[config.mk]
export PLATFORM = sky130hd
export DESIGN_NAME = sha384_front
export DESIGN_NICKNAME = d
export VERILOG_FILES = /design/src/design/sha384_pkg.sv /design/src/design/sha384_front.sv
export SDC_FILE = /design/constraint.sdc
export NUM_CORES = 1
export LEC_CHECK = 0
export ABC_CLOCK_PERIOD_IN_PS = 7050
export BUFFER_PORTS_ARGS = -buffer_cell sky130_fd_sc_hd__buf_2
export CELL_PAD_IN_SITES_DETAIL_PLACEMENT = 1
export CELL_PAD_IN_SITES_GLOBAL_PLACEMENT = 2
export CORE_UTILIZATION = 32
export DETAILED_ROUTE_END_ITERATION = 10
export PLACE_DENSITY_LB_ADDON = 0.15
export SYNTH_ARGS = -nofsm -noshare
export SYNTH_HDL_FRONTEND = slang
export SYNTH_SLANG_ARGS = --single-unit
[constraint.sdc]
create_clock -name clock -period 7.05 [get_ports clock]
set_input_delay 1.41 -clock clock [delete_from_list [all_inputs] [get_ports clock]]
set_output_delay 1.41 -clock clock [all_outputs]
set_load 0.02 [all_outputs]
[src/design/sha384_pkg.sv]
`default_nettype none
// ----------------------------------------------------------------------------
// SHA-384 package
// Shared types, constants and round functions for the SHA-384 engine.
// ----------------------------------------------------------------------------
package sha384_pkg;

   localparam int unsigned WordWidth    = 64;
   localparam int unsigned BlockWords   = 16;
   localparam int unsigned Rounds       = 80;
   localparam int unsigned DigestWords  = 6;
   localparam int unsigned QueueDepth   = 4;
   localparam int unsigned ByteCntWidth = 61;

   typedef struct packed {
      logic [63:0] message_word;
      logic [3:0]  byte_count;
      logic        final_word;
   } req_type;

   typedef struct packed {
      logic [63:0] digest_word;
      logic [2:0]  digest_index;
      logic        digest_last;
   } rsp_type;

   // classified word handed from front to back
   typedef struct packed {
      logic [63:0] word;
      logic        last_word;
   } blk_word_type;

   localparam logic [63:0] PadWord = 64'h8000000000000000;

   localparam logic [63:0] InitHash [8] = '{
      64'hcbbb9d5dc1059ed8, 64'h629a292a367cd507, 64'h9159015a3070dd17,
      64'h152fecd8f70e5939, 64'h67332667ffc00b31, 64'h8eb44a8768581511,
      64'hdb0c2e0d64f98fa7, 64'h47b5481dbefa4fa4
   };

   localparam logic [63:0] RoundConst [80] = '{
      64'h428a2f98d728ae22, 64'h7137449123ef65cd, 64'hb5c0fbcfec4d3b2f, 64'he9b5dba58189dbbc,
      64'h3956c25bf348b538, 64'h59f111f1b605d019, 64'h923f82a4af194f9b, 64'hab1c5ed5da6d8118,
      64'hd807aa98a3030242, 64'h12835b0145706fbe, 64'h243185be4ee4b28c, 64'h550c7dc3d5ffb4e2,
      64'h72be5d74f27b896f, 64'h80deb1fe3b1696b1, 64'h9bdc06a725c71235, 64'hc19bf174cf692694,
      64'he49b69c19ef14ad2, 64'hefbe4786384f25e3, 64'h0fc19dc68b8cd5b5, 64'h240ca1cc77ac9c65,
      64'h2de92c6f592b0275, 64'h4a7484aa6ea6e483, 64'h5cb0a9dcbd41fbd4, 64'h76f988da831153b5,
      64'h983e5152ee66dfab, 64'ha831c66d2db43210, 64'hb00327c898fb213f, 64'hbf597fc7beef0ee4,
      64'hc6e00bf33da88fc2, 64'hd5a79147930aa725, 64'h06ca6351e003826f, 64'h142929670a0e6e70,
      64'h27b70a8546d22ffc, 64'h2e1b21385c26c926, 64'h4d2c6dfc5ac42aed, 64'h53380d139d95b3df,
      64'h650a73548baf63de, 64'h766a0abb3c77b2a8, 64'h81c2c92e47edaee6, 64'h92722c851482353b,
      64'ha2bfe8a14cf10364, 64'ha81a664bbc423001, 64'hc24b8b70d0f89791, 64'hc76c51a30654be30,
      64'hd192e819d6ef5218, 64'hd69906245565a910, 64'hf40e35855771202a, 64'h106aa07032bbd1b8,
      64'h19a4c116b8d2d0c8, 64'h1e376c085141ab53, 64'h2748774cdf8eeb99, 64'h34b0bcb5e19b48a8,
      64'h391c0cb3c5c95a63, 64'h4ed8aa4ae3418acb, 64'h5b9cca4f7763e373, 64'h682e6ff3d6b2b8a3,
      64'h748f82ee5defb2fc, 64'h78a5636f43172f60, 64'h84c87814a1f0ab72, 64'h8cc702081a6439ec,
      64'h90befffa23631e28, 64'ha4506cebde82bde9, 64'hbef9a3f7b2c67915, 64'hc67178f2e372532b,
      64'hca273eceea26619c, 64'hd186b8c721c0c207, 64'heada7dd6cde0eb1e, 64'hf57d4f7fee6ed178,
      64'h06f067aa72176fba, 64'h0a637dc5a2c898a6, 64'h113f9804bef90dae, 64'h1b710b35131c471b,
      64'h28db77f523047d84, 64'h32caab7b40c72493, 64'h3c9ebe0a15c9bebc, 64'h431d67c49c100d4c,
      64'h4cc5d4becb3e42b6, 64'h597f299cfc657e2a, 64'h5fcb6fab3ad6faec, 64'h6c44198c4a475817
   };

   function automatic logic [63:0] ror64(input logic [63:0] x, input int unsigned n);
      ror64 = (x >> n) | (x << (64 - n));
   endfunction

   function automatic logic [63:0] bsig0(input logic [63:0] x);
      bsig0 = ror64(x, 28) ^ ror64(x, 34) ^ ror64(x, 39);
   endfunction

   function automatic logic [63:0] bsig1(input logic [63:0] x);
      bsig1 = ror64(x, 14) ^ ror64(x, 18) ^ ror64(x, 41);
   endfunction

   function automatic logic [63:0] ssig0(input logic [63:0] x);
      ssig0 = ror64(x, 1) ^ ror64(x, 8) ^ (x >> 7);
   endfunction

   function automatic logic [63:0] ssig1(input logic [63:0] x);
      ssig1 = ror64(x, 19) ^ ror64(x, 61) ^ (x >> 6);
   endfunction

endpackage
`default_nettype wire

[src/design/sha384_front.sv]
`default_nettype none
// ----------------------------------------------------------------------------
// SHA-384 front end
// Accepts message beats, masks the final word, counts bytes and generates
// the padding words and length trailer as a stream of block words.
// ----------------------------------------------------------------------------
module sha384_front (
   input  wire                       clock,
   input  wire                       reset,
   input  wire                       req_valid,
   output logic                      req_ready,
   input  sha384_pkg::req_type       req_data,
   output logic                      out_valid,
   input  wire                       out_ready,
   output sha384_pkg::blk_word_type  out_data
);
   import sha384_pkg::*;

   typedef enum logic [3:0] {
      ST_TAKE = 4'b0001,
      ST_PAD  = 4'b0010,
      ST_ZERO = 4'b0100,
      ST_LEN  = 4'b1000
   } state_type;

   state_type                 state_ff, state_in;
   logic [3:0]                cnt_ff, cnt_in;
   logic [ByteCntWidth-1:0]   bytes_ff, bytes_in;
   logic [3:0]                nbytes;
   logic [63:0]               keep_mask;
   logic [63:0]               pad_bit;
   logic [63:0]               masked;

   always_comb begin
      nbytes = (req_data.byte_count > 4'd8) ? 4'd8 : req_data.byte_count;
      keep_mask = ~(64'hFFFFFFFFFFFFFFFF >> {nbytes, 3'b000});
      pad_bit = PadWord >> {nbytes, 3'b000};
      masked = (req_data.message_word & keep_mask) | pad_bit;
   end

   // after the pad word: zero words until slot 15 gets the bit length
   always_comb begin
      state_in = state_ff;
      cnt_in = cnt_ff;
      bytes_in = bytes_ff;
      req_ready = 1'b0;
      out_valid = 1'b0;
      out_data.word = '0;
      out_data.last_word = 1'b0;
      case (state_ff)
         ST_TAKE: begin
            out_valid = req_valid;
            req_ready = out_ready;
            if (req_data.final_word && (nbytes == 4'd8 || nbytes == 4'd0)) begin
               out_data.word = (nbytes == 4'd0) ? PadWord : req_data.message_word;
            end else if (req_data.final_word) begin
               out_data.word = masked;
            end else begin
               out_data.word = req_data.message_word;
            end
            if (req_valid && out_ready) begin
               cnt_in = cnt_ff + 4'd1;
               if (req_data.final_word) begin
                  bytes_in = bytes_ff + ByteCntWidth'(nbytes);
                  if (nbytes == 4'd8) begin
                     state_in = ST_PAD;
                  end else begin
                     state_in = ST_ZERO;
                  end
               end else begin
                  bytes_in = bytes_ff + ByteCntWidth'(8);
               end
            end
         end
         ST_PAD: begin
            out_valid = 1'b1;
            out_data.word = PadWord;
            if (out_ready) begin
               cnt_in = cnt_ff + 4'd1;
               state_in = ST_ZERO;
            end
         end
         ST_ZERO: begin
            out_valid = 1'b1;
            if (out_ready) begin
               cnt_in = cnt_ff + 4'd1;
               if (cnt_ff == 4'd14) state_in = ST_LEN;
            end
         end
         ST_LEN: begin
            out_valid = 1'b1;
            out_data.word = {bytes_ff, 3'b000};
            out_data.last_word = 1'b1;
            if (out_ready) begin
               cnt_in = '0;
               bytes_in = '0;
               state_in = ST_TAKE;
            end
         end
         default: begin
            state_in = ST_TAKE;
         end
      endcase
   end

   always_ff @(posedge clock) begin
      if (reset) begin
         state_ff <= ST_TAKE;
         cnt_ff <= '0;
         bytes_ff <= '0;
      end else begin
         state_ff <= state_in;
         cnt_ff <= cnt_in;
         bytes_ff <= bytes_in;
      end
   end

endmodule
`default_nettype wire

==> flow_metrics.env <==
export IMPL_design_area_sq_mm=0.005796
export IMPL_path_class="in2out"
export IMPL_post_cts_buffers=0
export IMPL_path_clk_slew_ns=0.06
export IMPL_cts_sinks=69
export IMPL_row_count=43
export IMPL_fin_crit_sh_pct=67.28
export IMPL_clk_path_buf_depth=2
export IMPL_grt_setup_unrepaired="false"
export IMPL_cts_hold_buf=0
export IMPL_cts_resized=0
export IMPL_final_min_clock_period_ns=4.743
export IMPL_area_growth_pct=22.93
export IMPL_ys_warn_count=0
export IMPL_routedWlPerCell_um=19.41
export IMPL_cts_buffers=9
export IMPL_vias=5290
export IMPL_antenna_found_initial=0
export IMPL_diodes=0
export IMPL_ys_seq_area_share_pct=29.30
export IMPL_worst_pin_slew_ns=1.162
export IMPL_critPathCaptureType="output port"
export IMPL_report_final_hold_viol_count=0
export IMPL_nets=793
export IMPL_synth_seq_cells=69
export IMPL_core_area_sq_mm=0.01415
export IMPL_dpl_hpwl_um=13030
export IMPL_p_per_area_mw_per_mm2=203.4
export IMPL_tns_ns=0
export IMPL_grt_pass1_wl_um=27230
export IMPL_synth_area_sq_mm=0.004715
export IMPL_firstDrtPassIters=4
export IMPL_place_area_sq_mm=0.005460
export IMPL_die_w_um=123.4
export IMPL_die_area_sq_mm=0.01522
export IMPL_synth_main_ff_cell="dfxtp_1"
export IMPL_r2r_slack_ns=3.08
export IMPL_path_max_fanout=19
export IMPL_arrival_ns=3.33
export IMPL_grt_use_total_pct=23.33
export IMPL_layout_commonest_cell="buf_2"
export IMPL_ant_nets=0
export IMPL_relSlewSlack_pct=22.41
export IMPL_grt_max_degree=65
export IMPL_synthArstFlopShare_pct=0
export IMPL_final_cell_mix="139 x buf_2, 69 x dfxtp_1, 59 x a21oi_1"
export IMPL_ys_types=73
export IMPL_vdd_drop_max_uv=110.7
export IMPL_required_ns=5.64
export IMPL_drv_slew=0
export IMPL_routabilityCongestion=0.8230
export IMPL_io_buffer_count=139
export IMPL_syn_inst=595
export IMPL_root_buffer="clkbuf_16"
export IMPL_syn_area_per_cell_sq_um=7.924
export IMPL_wl_um=17410
export IMPL_cp_start_kind="primary input"
export IMPL_setup_violations=0
export IMPL_htree_levels=3
export IMPL_grt_pass1_vias=5135
export IMPL_hold_class="reg2reg"
export IMPL_max_cap_violations=0
export IMPL_io_pins=140
export IMPL_cts_tree="built"
export IMPL_vias_per_cell=5.897
export IMPL_die_h_um=123.4
export IMPL_status="finished clean"
export IMPL_drc=0
export IMPL_synth_edf_count=0
export IMPL_clk_latency_ns=0.34
export IMPL_globalRouteOverflowTotal=0
export IMPL_fmax_ghz=0.2108
export IMPL_start_util_pct=33.32
export IMPL_synth_nets=676
export IMPL_leakage_nw=2.314
export IMPL_dr_first_iter_drc_count=272
export IMPL_drive_above_1_share_pct=25.38
export IMPL_skew_ns=0.005931
-- cell usage after synthesis (all sizes together) (2+ instances only) --
library cell  instances  area, sq um
o31ai                11        82.58
and4                  3        26.28
xnor2                 2        17.52
and3                  9        56.30
o2111ai               5        50.04
ha                    7        87.58
nor3b                 2        15.01
xor2                 13        113.9
a31o                  2        17.52
a21o                  2        15.01
nor3                 15        91.34
or4b                  3        30.03
a21oi                59        295.3
nor4b                 2        17.52
or2                   4        25.03
nor4                  5        65.07
nand4                29        202.7
a31oi                 3        18.77
nand3                28        145.1
and2                  4        25.02
o211ai                3        27.52
or4                  11        82.58
o22ai                 3        18.77
mux2i                 3        30.03
nand4b                2        17.52
nand2b                9        56.30
nand2                37        138.9
o21ai                43        215.2
or3                  29        185.2
buf                  13        82.57
nor2                 46        172.7
a221o                 2        20.02
dfxtp                69         1381
o21a                  8        60.06
clkbuf               22        102.6
inv                   9        33.78
o21bai                2        15.01
nand3b                2        15.01
nor2b                 5        31.28
a22o                 53        465.5
-- layer usage --
layer	vias up	global-route usage, %	routed length (um)
met4	0	8.509	299
met2	142	36.63	7864
met1	2603	32.25	8442
li1	2527	-	-
met3	18	3.321	807
met5	-	0	0
-- worst max-delay path: stages --
cell and delay, ns:
buf_2 0.31, nor2b_1 0.46, nand2b_1 0.25, nor2_1 0.27
nor2_1 0.21, a22o_1 0.26, buf_2 0.16
-- flip-flops by register name, summed over array words and instances, names as in the netlist --
name and cells:
bytes_ff 61, cnt_ff 4, state_ff 4
-- final cells by class --
| cell class | count | area, sq um |
|---|---|---|
| clock buffers | 11 | 252.7 |
| multi-input cells | 481 | 3102 |
| repair buffers | 142 | 718.2 |
| clock inverters | 5 | 82.58 |
| inverters | 9 | 33.78 |
| flip-flops and latches | 69 | 1381 |
| fillers | 1768 | 8354 |
| well taps | 180 | 225.2 |
-- power by group --
part           leakage (nW)  switching, W  internal [W]
clock network         0.166      0.000184      0.000330
logic                  1.59      0.000168     0.0000978
registers             0.556    0.00000673      0.000393
-- path summary, 6_finish.rpt --
kind,to,cells past startpoint,startpoint
hold reg to reg,cnt_ff[3]$_SDFFE_PP0P_,2,cnt_ff[3]$_SDFFE_PP0P_
setup / recovery,out_data[55],7,req_data[0]
setup reg to reg,bytes_ff[41]$_SDFFE_PP0P_,5,state_ff[3]$_SDFFE_PP0P_
hold / removal,cnt_ff[3]$_SDFFE_PP0P_,2,cnt_ff[3]$_SDFFE_PP0P_
-- metrics by stage --
step	worst slack, ns	hold slack (ns)	cells	utilization (%)	power [W]
after floorplan	2.845	0.4521	595	-	0.0005768
after CTS	2.327	0.4977	897	40.96	0.001189
after detailed placement	2.377	0.4897	881	38.59	0.0006743
final	2.307	0.4905	897	40.96	0.001179
after global routing	2.185	0.5302	897	40.96	0.001228
after global placement	2.409	0.4714	881	38.59	0.0006695
-- logic make-up after synthesis --
family | share of synthesized area [%]
AO/OA/AOI/OAI | 30.02
XOR/XNOR | 2.787
adder cells (fa/ha/maj) | 2.282
buffers and inverters | 4.910
flip-flops | 29.30
multiplexers | 0.6370
AND/OR/NAND/NOR | 30.07
Note: power is estimated with default switching activity, not from simulation.
