==> src/design/sha384_pkg.sv <==
`default_nettype none
// ----------------------------------------------------------------------------
// SHA-384 package
// Shared types, constants and round functions for the SHA-384 engine.
// ----------------------------------------------------------------------------
package sha384_pkg;

   localparam int unsigned WordWidth    = 64;
   localparam int unsigned BlockWords   = 16;
   localparam int unsigned Rounds       = 80;
   localparam int unsigned DigestWords  = 6;
   localparam int unsigned QueueDepth   = 4;
   localparam int unsigned ByteCntWidth = 61;

   typedef struct packed {
      logic [63:0] message_word;
      logic [3:0]  byte_count;
      logic        final_word;
   } req_type;

   typedef struct packed {
      logic [63:0] digest_word;
      logic [2:0]  digest_index;
      logic        digest_last;
   } rsp_type;

   // classified word handed from front to back
   typedef struct packed {
      logic [63:0] word;
      logic        last_word;
   } blk_word_type;

   localparam logic [63:0] PadWord = 64'h8000000000000000;

   localparam logic [63:0] InitHash [8] = '{
      64'hcbbb9d5dc1059ed8, 64'h629a292a367cd507, 64'h9159015a3070dd17,
      64'h152fecd8f70e5939, 64'h67332667ffc00b31, 64'h8eb44a8768581511,
      64'hdb0c2e0d64f98fa7, 64'h47b5481dbefa4fa4
   };

   localparam logic [63:0] RoundConst [80] = '{
      64'h428a2f98d728ae22, 64'h7137449123ef65cd, 64'hb5c0fbcfec4d3b2f, 64'he9b5dba58189dbbc,
      64'h3956c25bf348b538, 64'h59f111f1b605d019, 64'h923f82a4af194f9b, 64'hab1c5ed5da6d8118,
      64'hd807aa98a3030242, 64'h12835b0145706fbe, 64'h243185be4ee4b28c, 64'h550c7dc3d5ffb4e2,
      64'h72be5d74f27b896f, 64'h80deb1fe3b1696b1, 64'h9bdc06a725c71235, 64'hc19bf174cf692694,
      64'he49b69c19ef14ad2, 64'hefbe4786384f25e3, 64'h0fc19dc68b8cd5b5, 64'h240ca1cc77ac9c65,
      64'h2de92c6f592b0275, 64'h4a7484aa6ea6e483, 64'h5cb0a9dcbd41fbd4, 64'h76f988da831153b5,
      64'h983e5152ee66dfab, 64'ha831c66d2db43210, 64'hb00327c898fb213f, 64'hbf597fc7beef0ee4,
      64'hc6e00bf33da88fc2, 64'hd5a79147930aa725, 64'h06ca6351e003826f, 64'h142929670a0e6e70,
      64'h27b70a8546d22ffc, 64'h2e1b21385c26c926, 64'h4d2c6dfc5ac42aed, 64'h53380d139d95b3df,
      64'h650a73548baf63de, 64'h766a0abb3c77b2a8, 64'h81c2c92e47edaee6, 64'h92722c851482353b,
      64'ha2bfe8a14cf10364, 64'ha81a664bbc423001, 64'hc24b8b70d0f89791, 64'hc76c51a30654be30,
      64'hd192e819d6ef5218, 64'hd69906245565a910, 64'hf40e35855771202a, 64'h106aa07032bbd1b8,
      64'h19a4c116b8d2d0c8, 64'h1e376c085141ab53, 64'h2748774cdf8eeb99, 64'h34b0bcb5e19b48a8,
      64'h391c0cb3c5c95a63, 64'h4ed8aa4ae3418acb, 64'h5b9cca4f7763e373, 64'h682e6ff3d6b2b8a3,
      64'h748f82ee5defb2fc, 64'h78a5636f43172f60, 64'h84c87814a1f0ab72, 64'h8cc702081a6439ec,
      64'h90befffa23631e28, 64'ha4506cebde82bde9, 64'hbef9a3f7b2c67915, 64'hc67178f2e372532b,
      64'hca273eceea26619c, 64'hd186b8c721c0c207, 64'heada7dd6cde0eb1e, 64'hf57d4f7fee6ed178,
      64'h06f067aa72176fba, 64'h0a637dc5a2c898a6, 64'h113f9804bef90dae, 64'h1b710b35131c471b,
      64'h28db77f523047d84, 64'h32caab7b40c72493, 64'h3c9ebe0a15c9bebc, 64'h431d67c49c100d4c,
      64'h4cc5d4becb3e42b6, 64'h597f299cfc657e2a, 64'h5fcb6fab3ad6faec, 64'h6c44198c4a475817
   };

   function automatic logic [63:0] ror64(input logic [63:0] x, input int unsigned n);
      ror64 = (x >> n) | (x << (64 - n));
   endfunction

   function automatic logic [63:0] bsig0(input logic [63:0] x);
      bsig0 = ror64(x, 28) ^ ror64(x, 34) ^ ror64(x, 39);
   endfunction

   function automatic logic [63:0] bsig1(input logic [63:0] x);
      bsig1 = ror64(x, 14) ^ ror64(x, 18) ^ ror64(x, 41);
   endfunction

   function automatic logic [63:0] ssig0(input logic [63:0] x);
      ssig0 = ror64(x, 1) ^ ror64(x, 8) ^ (x >> 7);
   endfunction

   function automatic logic [63:0] ssig1(input logic [63:0] x);
      ssig1 = ror64(x, 19) ^ ror64(x, 61) ^ (x >> 6);
   endfunction

endpackage
`default_nettype wire

==> src/design/sha384_fifo.sv <==
`default_nettype none
// ----------------------------------------------------------------------------
// SHA-384 word queue
// Small register queue between front end and compression core.
// ----------------------------------------------------------------------------
module sha384_fifo #(
   parameter int unsigned Depth = sha384_pkg::QueueDepth
) (
   input  wire                       clock,
   input  wire                       reset,
   input  wire                       in_valid,
   output logic                      in_ready,
   input  sha384_pkg::blk_word_type  in_data,
   output logic                      out_valid,
   input  wire                       out_ready,
   output sha384_pkg::blk_word_type  out_data
);
   import sha384_pkg::*;

   localparam int unsigned AW = (Depth > 1) ? $clog2(Depth) : 1;

   blk_word_type      mem_ff [Depth];
   logic [AW-1:0]     wp_ff, wp_in, rp_ff, rp_in;
   logic [AW:0]       cnt_ff, cnt_in;
   logic              push, pop;

   always_comb begin
      in_ready = (cnt_ff != (AW+1)'(Depth));
      out_valid = (cnt_ff != '0);
      out_data = mem_ff[rp_ff];
      push = in_valid && in_ready;
      pop = out_valid && out_ready;
      wp_in = push ? ((wp_ff == AW'(Depth - 1)) ? '0 : wp_ff + 1'b1) : wp_ff;
      rp_in = pop ? ((rp_ff == AW'(Depth - 1)) ? '0 : rp_ff + 1'b1) : rp_ff;
      cnt_in = cnt_ff + (AW+1)'(push) - (AW+1)'(pop);
   end

   always_ff @(posedge clock) begin
      if (reset) begin
         wp_ff <= '0;
         rp_ff <= '0;
         cnt_ff <= '0;
      end else begin
         wp_ff <= wp_in;
         rp_ff <= rp_in;
         cnt_ff <= cnt_in;
      end
   end

   always_ff @(posedge clock) begin
      if (push) mem_ff[wp_ff] <= in_data;
   end

endmodule
`default_nettype wire

==> config.mk <==
export PLATFORM = sky130hd
export DESIGN_NAME = sha384_fifo
export DESIGN_NICKNAME = d
export VERILOG_FILES = /design/src/design/sha384_pkg.sv /design/src/design/sha384_fifo.sv
export SDC_FILE = /design/constraint.sdc
export NUM_CORES = 1
export LEC_CHECK = 0
export ABC_CLOCK_PERIOD_IN_PS = 5900
export BUFFER_PORTS_ARGS = -buffer_cell sky130_fd_sc_hd__clkbuf_2
export CORE_MARGIN = 1
export CORE_UTILIZATION = 45
export CTS_BUF_LIST = sky130_fd_sc_hd__clkbuf_4 sky130_fd_sc_hd__clkbuf_8
export DETAILED_ROUTE_END_ITERATION = 12
export GPL_ROUTABILITY_DRIVEN = 0
export GPL_TIMING_DRIVEN = 0
export HOLD_SLACK_MARGIN = 0.06
export PLACE_DENSITY = 0.7
export SYNTH_ARGS = -nofsm -noshare
export SYNTH_HDL_FRONTEND = slang
export SYNTH_SLANG_ARGS = --single-unit
==> constraint.sdc <==
create_clock -name clock -period 5.9 [get_ports clock]
set_input_delay 0.885 -clock clock [delete_from_list [all_inputs] [get_ports clock]]
set_output_delay 0.885 -clock clock [all_outputs]
set_load 0.03 [all_outputs]
==> results of run 1 <==
[stage by stage]
stage | power, W | area (um2) | hold WS [ns] | util
3_5_place_dp | 0.00388 | 11000 | 0.521 | 0.517
6_report | 0.00530 | 11800 | 0.525 | 0.556
4_1_cts | 0.00538 | 11800 | 0.528 | 0.556
3_3_place_gp | 0.00381 | 10900 | 0.479 | 0.512
2_1_floorplan | 0.00345 | 9840 | 0.463 | -
5_1_grt | 0.00555 | 11800 | 0.548 | 0.556
[registers in the layout, indices dropped and copies added, names as in the netlist, named ones only]
signal and count:
mem_ff 260, cnt_ff 3, wp_ff 2, rp_ff 2
[layout make-up]
type | count | share of cell area
Sequential cell | 269 | 0.677
Tap cell | 275 | 0.0292
Clock buffer | 54 | 0.0588
Clock inverter | 23 | 0.0111
Multi-Input combinational cell | 98 | 0.149
Inverter | 5 | 0.00159
Buffer | 16 | 0.00806
Timing Repair Buffer | 138 | 0.0649
[synth_stat cells, drive strengths merged]
| library cell | number | area (um2) |
|---|---|---|
| and3 | 4 | 30.0 |
| edfxtp | 260 | 7810 |
| o21ai | 1 | 8.76 |
| or3 | 3 | 20.0 |
| or3b | 1 | 8.76 |
| inv | 5 | 18.8 |
| xor2 | 1 | 8.76 |
| nand2b | 2 | 12.5 |
| nand2 | 2 | 10.0 |
| nor3 | 1 | 5.00 |
| a21oi | 1 | 5.00 |
| o31ai | 1 | 7.51 |
| nor2 | 3 | 11.3 |
| and2 | 1 | 7.51 |
| mux4 | 65 | 1460 |
| nor2b | 1 | 6.26 |
| fa | 1 | 20.0 |
| clkbuf | 3 | 11.3 |
| buf | 13 | 83.8 |
| a211o | 1 | 8.76 |
| dfxtp | 9 | 180 |
| ha | 7 | 87.6 |
| mux2i | 2 | 20.0 |
[worst max-delay path: stages, from the launching register on]
cell,delay [ns]
dfxtp_1,0.32
clkbuf_1,0.60
buf_2,0.41
mux4_2,0.37
clkbuf_2,0.20
[worst paths after layout]
| path | end | slack (ns) |
|---|---|---|
| setup / recovery | out_data[26] | 2.60 |
| setup reg to reg | cnt_ff[2] | 3.39 |
| hold reg to reg | rp_ff[0] | 0.52 |
| hold / removal | rp_ff[0] | 0.52 |
[report_power, final]
group	switching, W	internal (W)	total, W
clock network	0.000676	0.000817	0.00149
logic	0.000889	0.000523	0.00141
registers	0.0000553	0.00234	0.00240
[cells by family after synthesis]
| kind of cell | synth area share |
|---|---|
| AO/OA/AOI/OAI | 0.00305 |
| multiplexers | 0.151 |
| XOR/XNOR | 0.000890 |
| flip-flops | 0.811 |
| adder cells (fa/ha/maj) | 0.0109 |
| buffers and inverters | 0.0116 |
| AND/OR/NAND/NOR | 0.0113 |
[layer usage]
layer / vias to the layer above / wire, um / GRT usage
met3: 32 / 789 / 0.0332
met5: - / 0 / 0
met4: 0 / 414 / 0.0717
met2: 140 / 8820 / 0.269
met1: 2313 / 7070 / 0.197
li1: 2040 / - / -
==> results.toml, run 1 <==
[status]
status = "finished, final reports clean"

[synthesis]
synthCells = 388
synth.avg_cell_area_um2 = 25.4
seq_area_frac_synth = 0.811
synth_area_um2 = 9840
yosys_warnings = 0
synth_cell_types = 27
ys_seq_elements = 269
syn_nets = 465

[worst_setup_path]
cp-start-kind = "flop"
r2r_start = "cnt_ff[1]"
critPathMaxFanout = 10
reg2reg_depth = 10
critPathKind = "reg -> out"
cp-end-kind = "output port"
crit_required_ns = 5.02
cp_data_arrival_time_ns = 2.42

[sta]
finalClockSkew_ns = 0.0118
finalHoldViolations = 0
fin_crit_sh = 0.559
period_needed_ns = 3.30
clock.fmax_ghz = 0.303
drv_slew = 0
relSlewSlack = 0.474
tns_ns = 0
layout_setup_ws_ns = 2.60
tightest_slew_ns = 0.789
setup_viol = 0
grt_setup_unrepaired = "no"

[route]
ant_nets = 0
vias = 4525
dr.pass1.iters = 4
routedWlPerCell_um = 19.5
routed_wl_mm = 17.1
vias_per_cell = 5.15
drt_iter0_drc = 205
drc = 0

[grt]
grt_pass1_vias = 4944
grt_first_pass_wirelength_mm = 26.5
grt_overflow = 0
grt_usage = 0.159
antenna_found_initial = 0
grt_max_degree = 39

[clocking]
clkTransAtPathRegs_ns = 0.06
hold_buffers = 0
cts_buffers = 44
worstSkewPairLatency_ns = 0.51
clock-root-buffer = "clkbuf_8"
post_cts_buffers = 0
cts_tree = "done"
clock_sinks = 269
clk_path_buf_depth = 3
cts_resized = 0
ctsHtreeMaxLevel = 2

[layout]
layout_commonest_cell = "edfxtp_1"
finalNetCount = 649
diodes = 0
fin_cells = 878
area_growth_pct = 19.8
regArea_um2 = 7990
drive_above_1_share = 0.478
layout_common_cells = "260 x edfxtp_1, 134 x clkbuf_2, 65 x mux4_2"
multi_input_area_um2 = 1760
nFillCells = 1633

[floorplanning]
initial_core_util = 0.464
dieArea_um2 = 22500
core_area_um2 = 21200
die_y_um = 150
design.portCount = 136
die_w_um = 150
std_cell_rows = 53

[pwr]
p_leak_nw = 4.05
power_density_nw_per_um2 = 450
ir_drop_mv = 0.211

[place]
dp.cells = 801
post-place-ws_ns = 3.07
port-buffer-count = 134
dp_hpwl_mm = 10.7

[worst_hold_path]
min_from = "rp_ff[0]"
hold_path_class = "reg -> reg"
whs_path_depth = 2

[run]
maxCapViolCount = 0
(Power assumes the default switching activity.)
==> run 2, diff against run 1 <==
- ABC_CLOCK_PERIOD_IN_PS: 5900 -> 2800
- PLACE_DENSITY: 0.7 -> 0.72
- clock period: 5.9 -> 2.8 ns (I/O delays scaled with it)
==> results.toml, run 2 (synthesis gave the netlist of run 1 again) <==
[worst_setup_path]
cp-start-kind = "flop"
path_cells = "clkbuf_4 -> buf_4 -> mux4_2 -> clkbuf_2"
critPathMaxFanout = 10
critPathKind = "reg -> out"
crit_slowest_cell = "mux4_2"
cp_data_arrival_time_ns = 2.17
crit_required_ns = 2.38
cp-end-kind = "output port"
critical_path.max_stage_delay_ns = 0.55

[route]
routedWlPerCell_um = 19.5
vias = 4497
routed_wl_mm = 17.1
dr.pass1.iters = 4
drc = 0
drt_iter0_drc = 225
vias_per_cell = 5.15
ant_nets = 0

[grt]
grt_usage = 0.157
grt_pass1_vias = 4953
grt_first_pass_wirelength_mm = 26.1
antenna_found_initial = 0
grt_max_degree = 39
grt_overflow = 0

[layout]
layout_common_cells = "260 x edfxtp_1, 135 x clkbuf_2, 65 x mux4_2"
finalNetCount = 648
largest_register_ffs = 260
drive_above_1_share = 0.484
layout_commonest_cell = "edfxtp_1"
regMostFlops = "mem_ff"
largestRegisters = "mem_ff (260), cnt_ff (3)"
diodes = 0
area_growth_pct = 19.5

[sta]
setup_viol = 0
fin_crit_sh = 0.926
relSlewSlack = 0.594
finalClockSkew_ns = 0.0125
tightest_slew_ns = 0.609
period_needed_ns = 2.59
clock.fmax_ghz = 0.386
tns_ns = 0
drv_slew = 0
grt_setup_unrepaired = "no"
finalHoldViolations = 0

[clocking]
hold_buffers = 0
cts_tree = "done"
cts_buffers = 43
post_cts_buffers = 0
clock_sinks = 269
clkTransAtPathRegs_ns = 0.07
ctsHtreeMaxLevel = 2
clk_path_buf_depth = 3
worstSkewPairLatency_ns = 0.52
clock-root-buffer = "clkbuf_8"

[place]
dp_hpwl_mm = 10.4
port-buffer-count = 134

[floorplanning]
die_y_um = 150
die_w_um = 150
core_area_um2 = 21200
dieArea_um2 = 22500
initial_core_util = 0.464
design.portCount = 136
std_cell_rows = 53

[pwr]
fin_total_pwr_w = 0.0111
p_sw_w = 0.00340
ir_drop_mv = 0.717
p_leak_nw = 4.04
combPwrFrac = 0.266
power_density_nw_per_um2 = 945
p_int_w = 0.00771
clockPowerShare = 0.280
p_seq_frac = 0.454
power_switching_share = 0.306

[run]
maxCapViolCount = 0

[status]
status = "finished, final reports clean"

[worst_hold_path]
hold_path_class = "in -> reg"
run 2: cell types whose count changed in the layout (fill, tap and decap cells not counted), sizes merged:
cell and change:
clkinv -3, buf -1
run 2: cell type report:
class | count | area (um2)
repair buffers | 138 | 751
clock inverters | 20 | 130
well taps | 275 | 344
plain buffers | 16 | 98.8
flip-flops and latches | 269 | 7990
fillers | 1650 | 9460
clock buffers | 53 | 673
inverters | 5 | 18.8
multi-input cells | 98 | 1760
run 2: worst paths after layout:
path,slack (ns),end,startpoint,depth (start not counted)
worst max-delay path,0.21,out_data[30],flop,4
worst min-delay path,0.11,mem_ff[0][0],in_data[0],1
worst max register to register,0.36,cnt_ff[2],cnt_ff[1],10
worst min register to register,0.51,rp_ff[0],rp_ff[0],2
run 2: power by group through the flow:
stage | logic (W) | registers, W | clock network [W]
3_5_place_dp | 0.00301 | 0.00513 | 0
5_1_grt | 0.00318 | 0.00509 | 0.00338
2_1_floorplan | 0.00216 | 0.00510 | 0
3_3_place_gp | 0.00292 | 0.00512 | 0
6_report | 0.00296 | 0.00504 | 0.00311
4_1_cts | 0.00302 | 0.00505 | 0.00322
run 2: worst max-delay path: cells and delay by family (launching register included):
kind | cells | cell delay, ns
DFF | 1 | 0.32
buffers and inverters | 3 | 0.77
muxes | 1 | 0.55
run 2: timing repair:
action,4_1_cts,5_1_grt
setup endpoints to repair,37,45
resized for setup,1,1
pin swaps,0,0
run 2: metrics by stage:
step	utilization	area, um2	instances	worst slack [ns]	hold WS [ns]
after CTS	0.554	11800	874	0.0358	0.0780
after detailed placement	0.516	11000	801	0.314	0.512
after global routing	0.554	11800	874	0.0545	0.0878
after floorplan	-	9840	388	0.510	0.463
final	0.554	11800	874	0.206	0.113
after global placement	0.512	10900	797	0.241	0.482
run 2: metal layers:
metal | track usage | vias to the layer above | wire length (um)
met4 | 0.0571 | 0 | 327
met3 | 0.0424 | 31 | 1250
met1 | 0.201 | 2286 | 7020
li1 | - | 2032 | -
met2 | 0.259 | 148 | 8470
met5 | 0 | - | 0
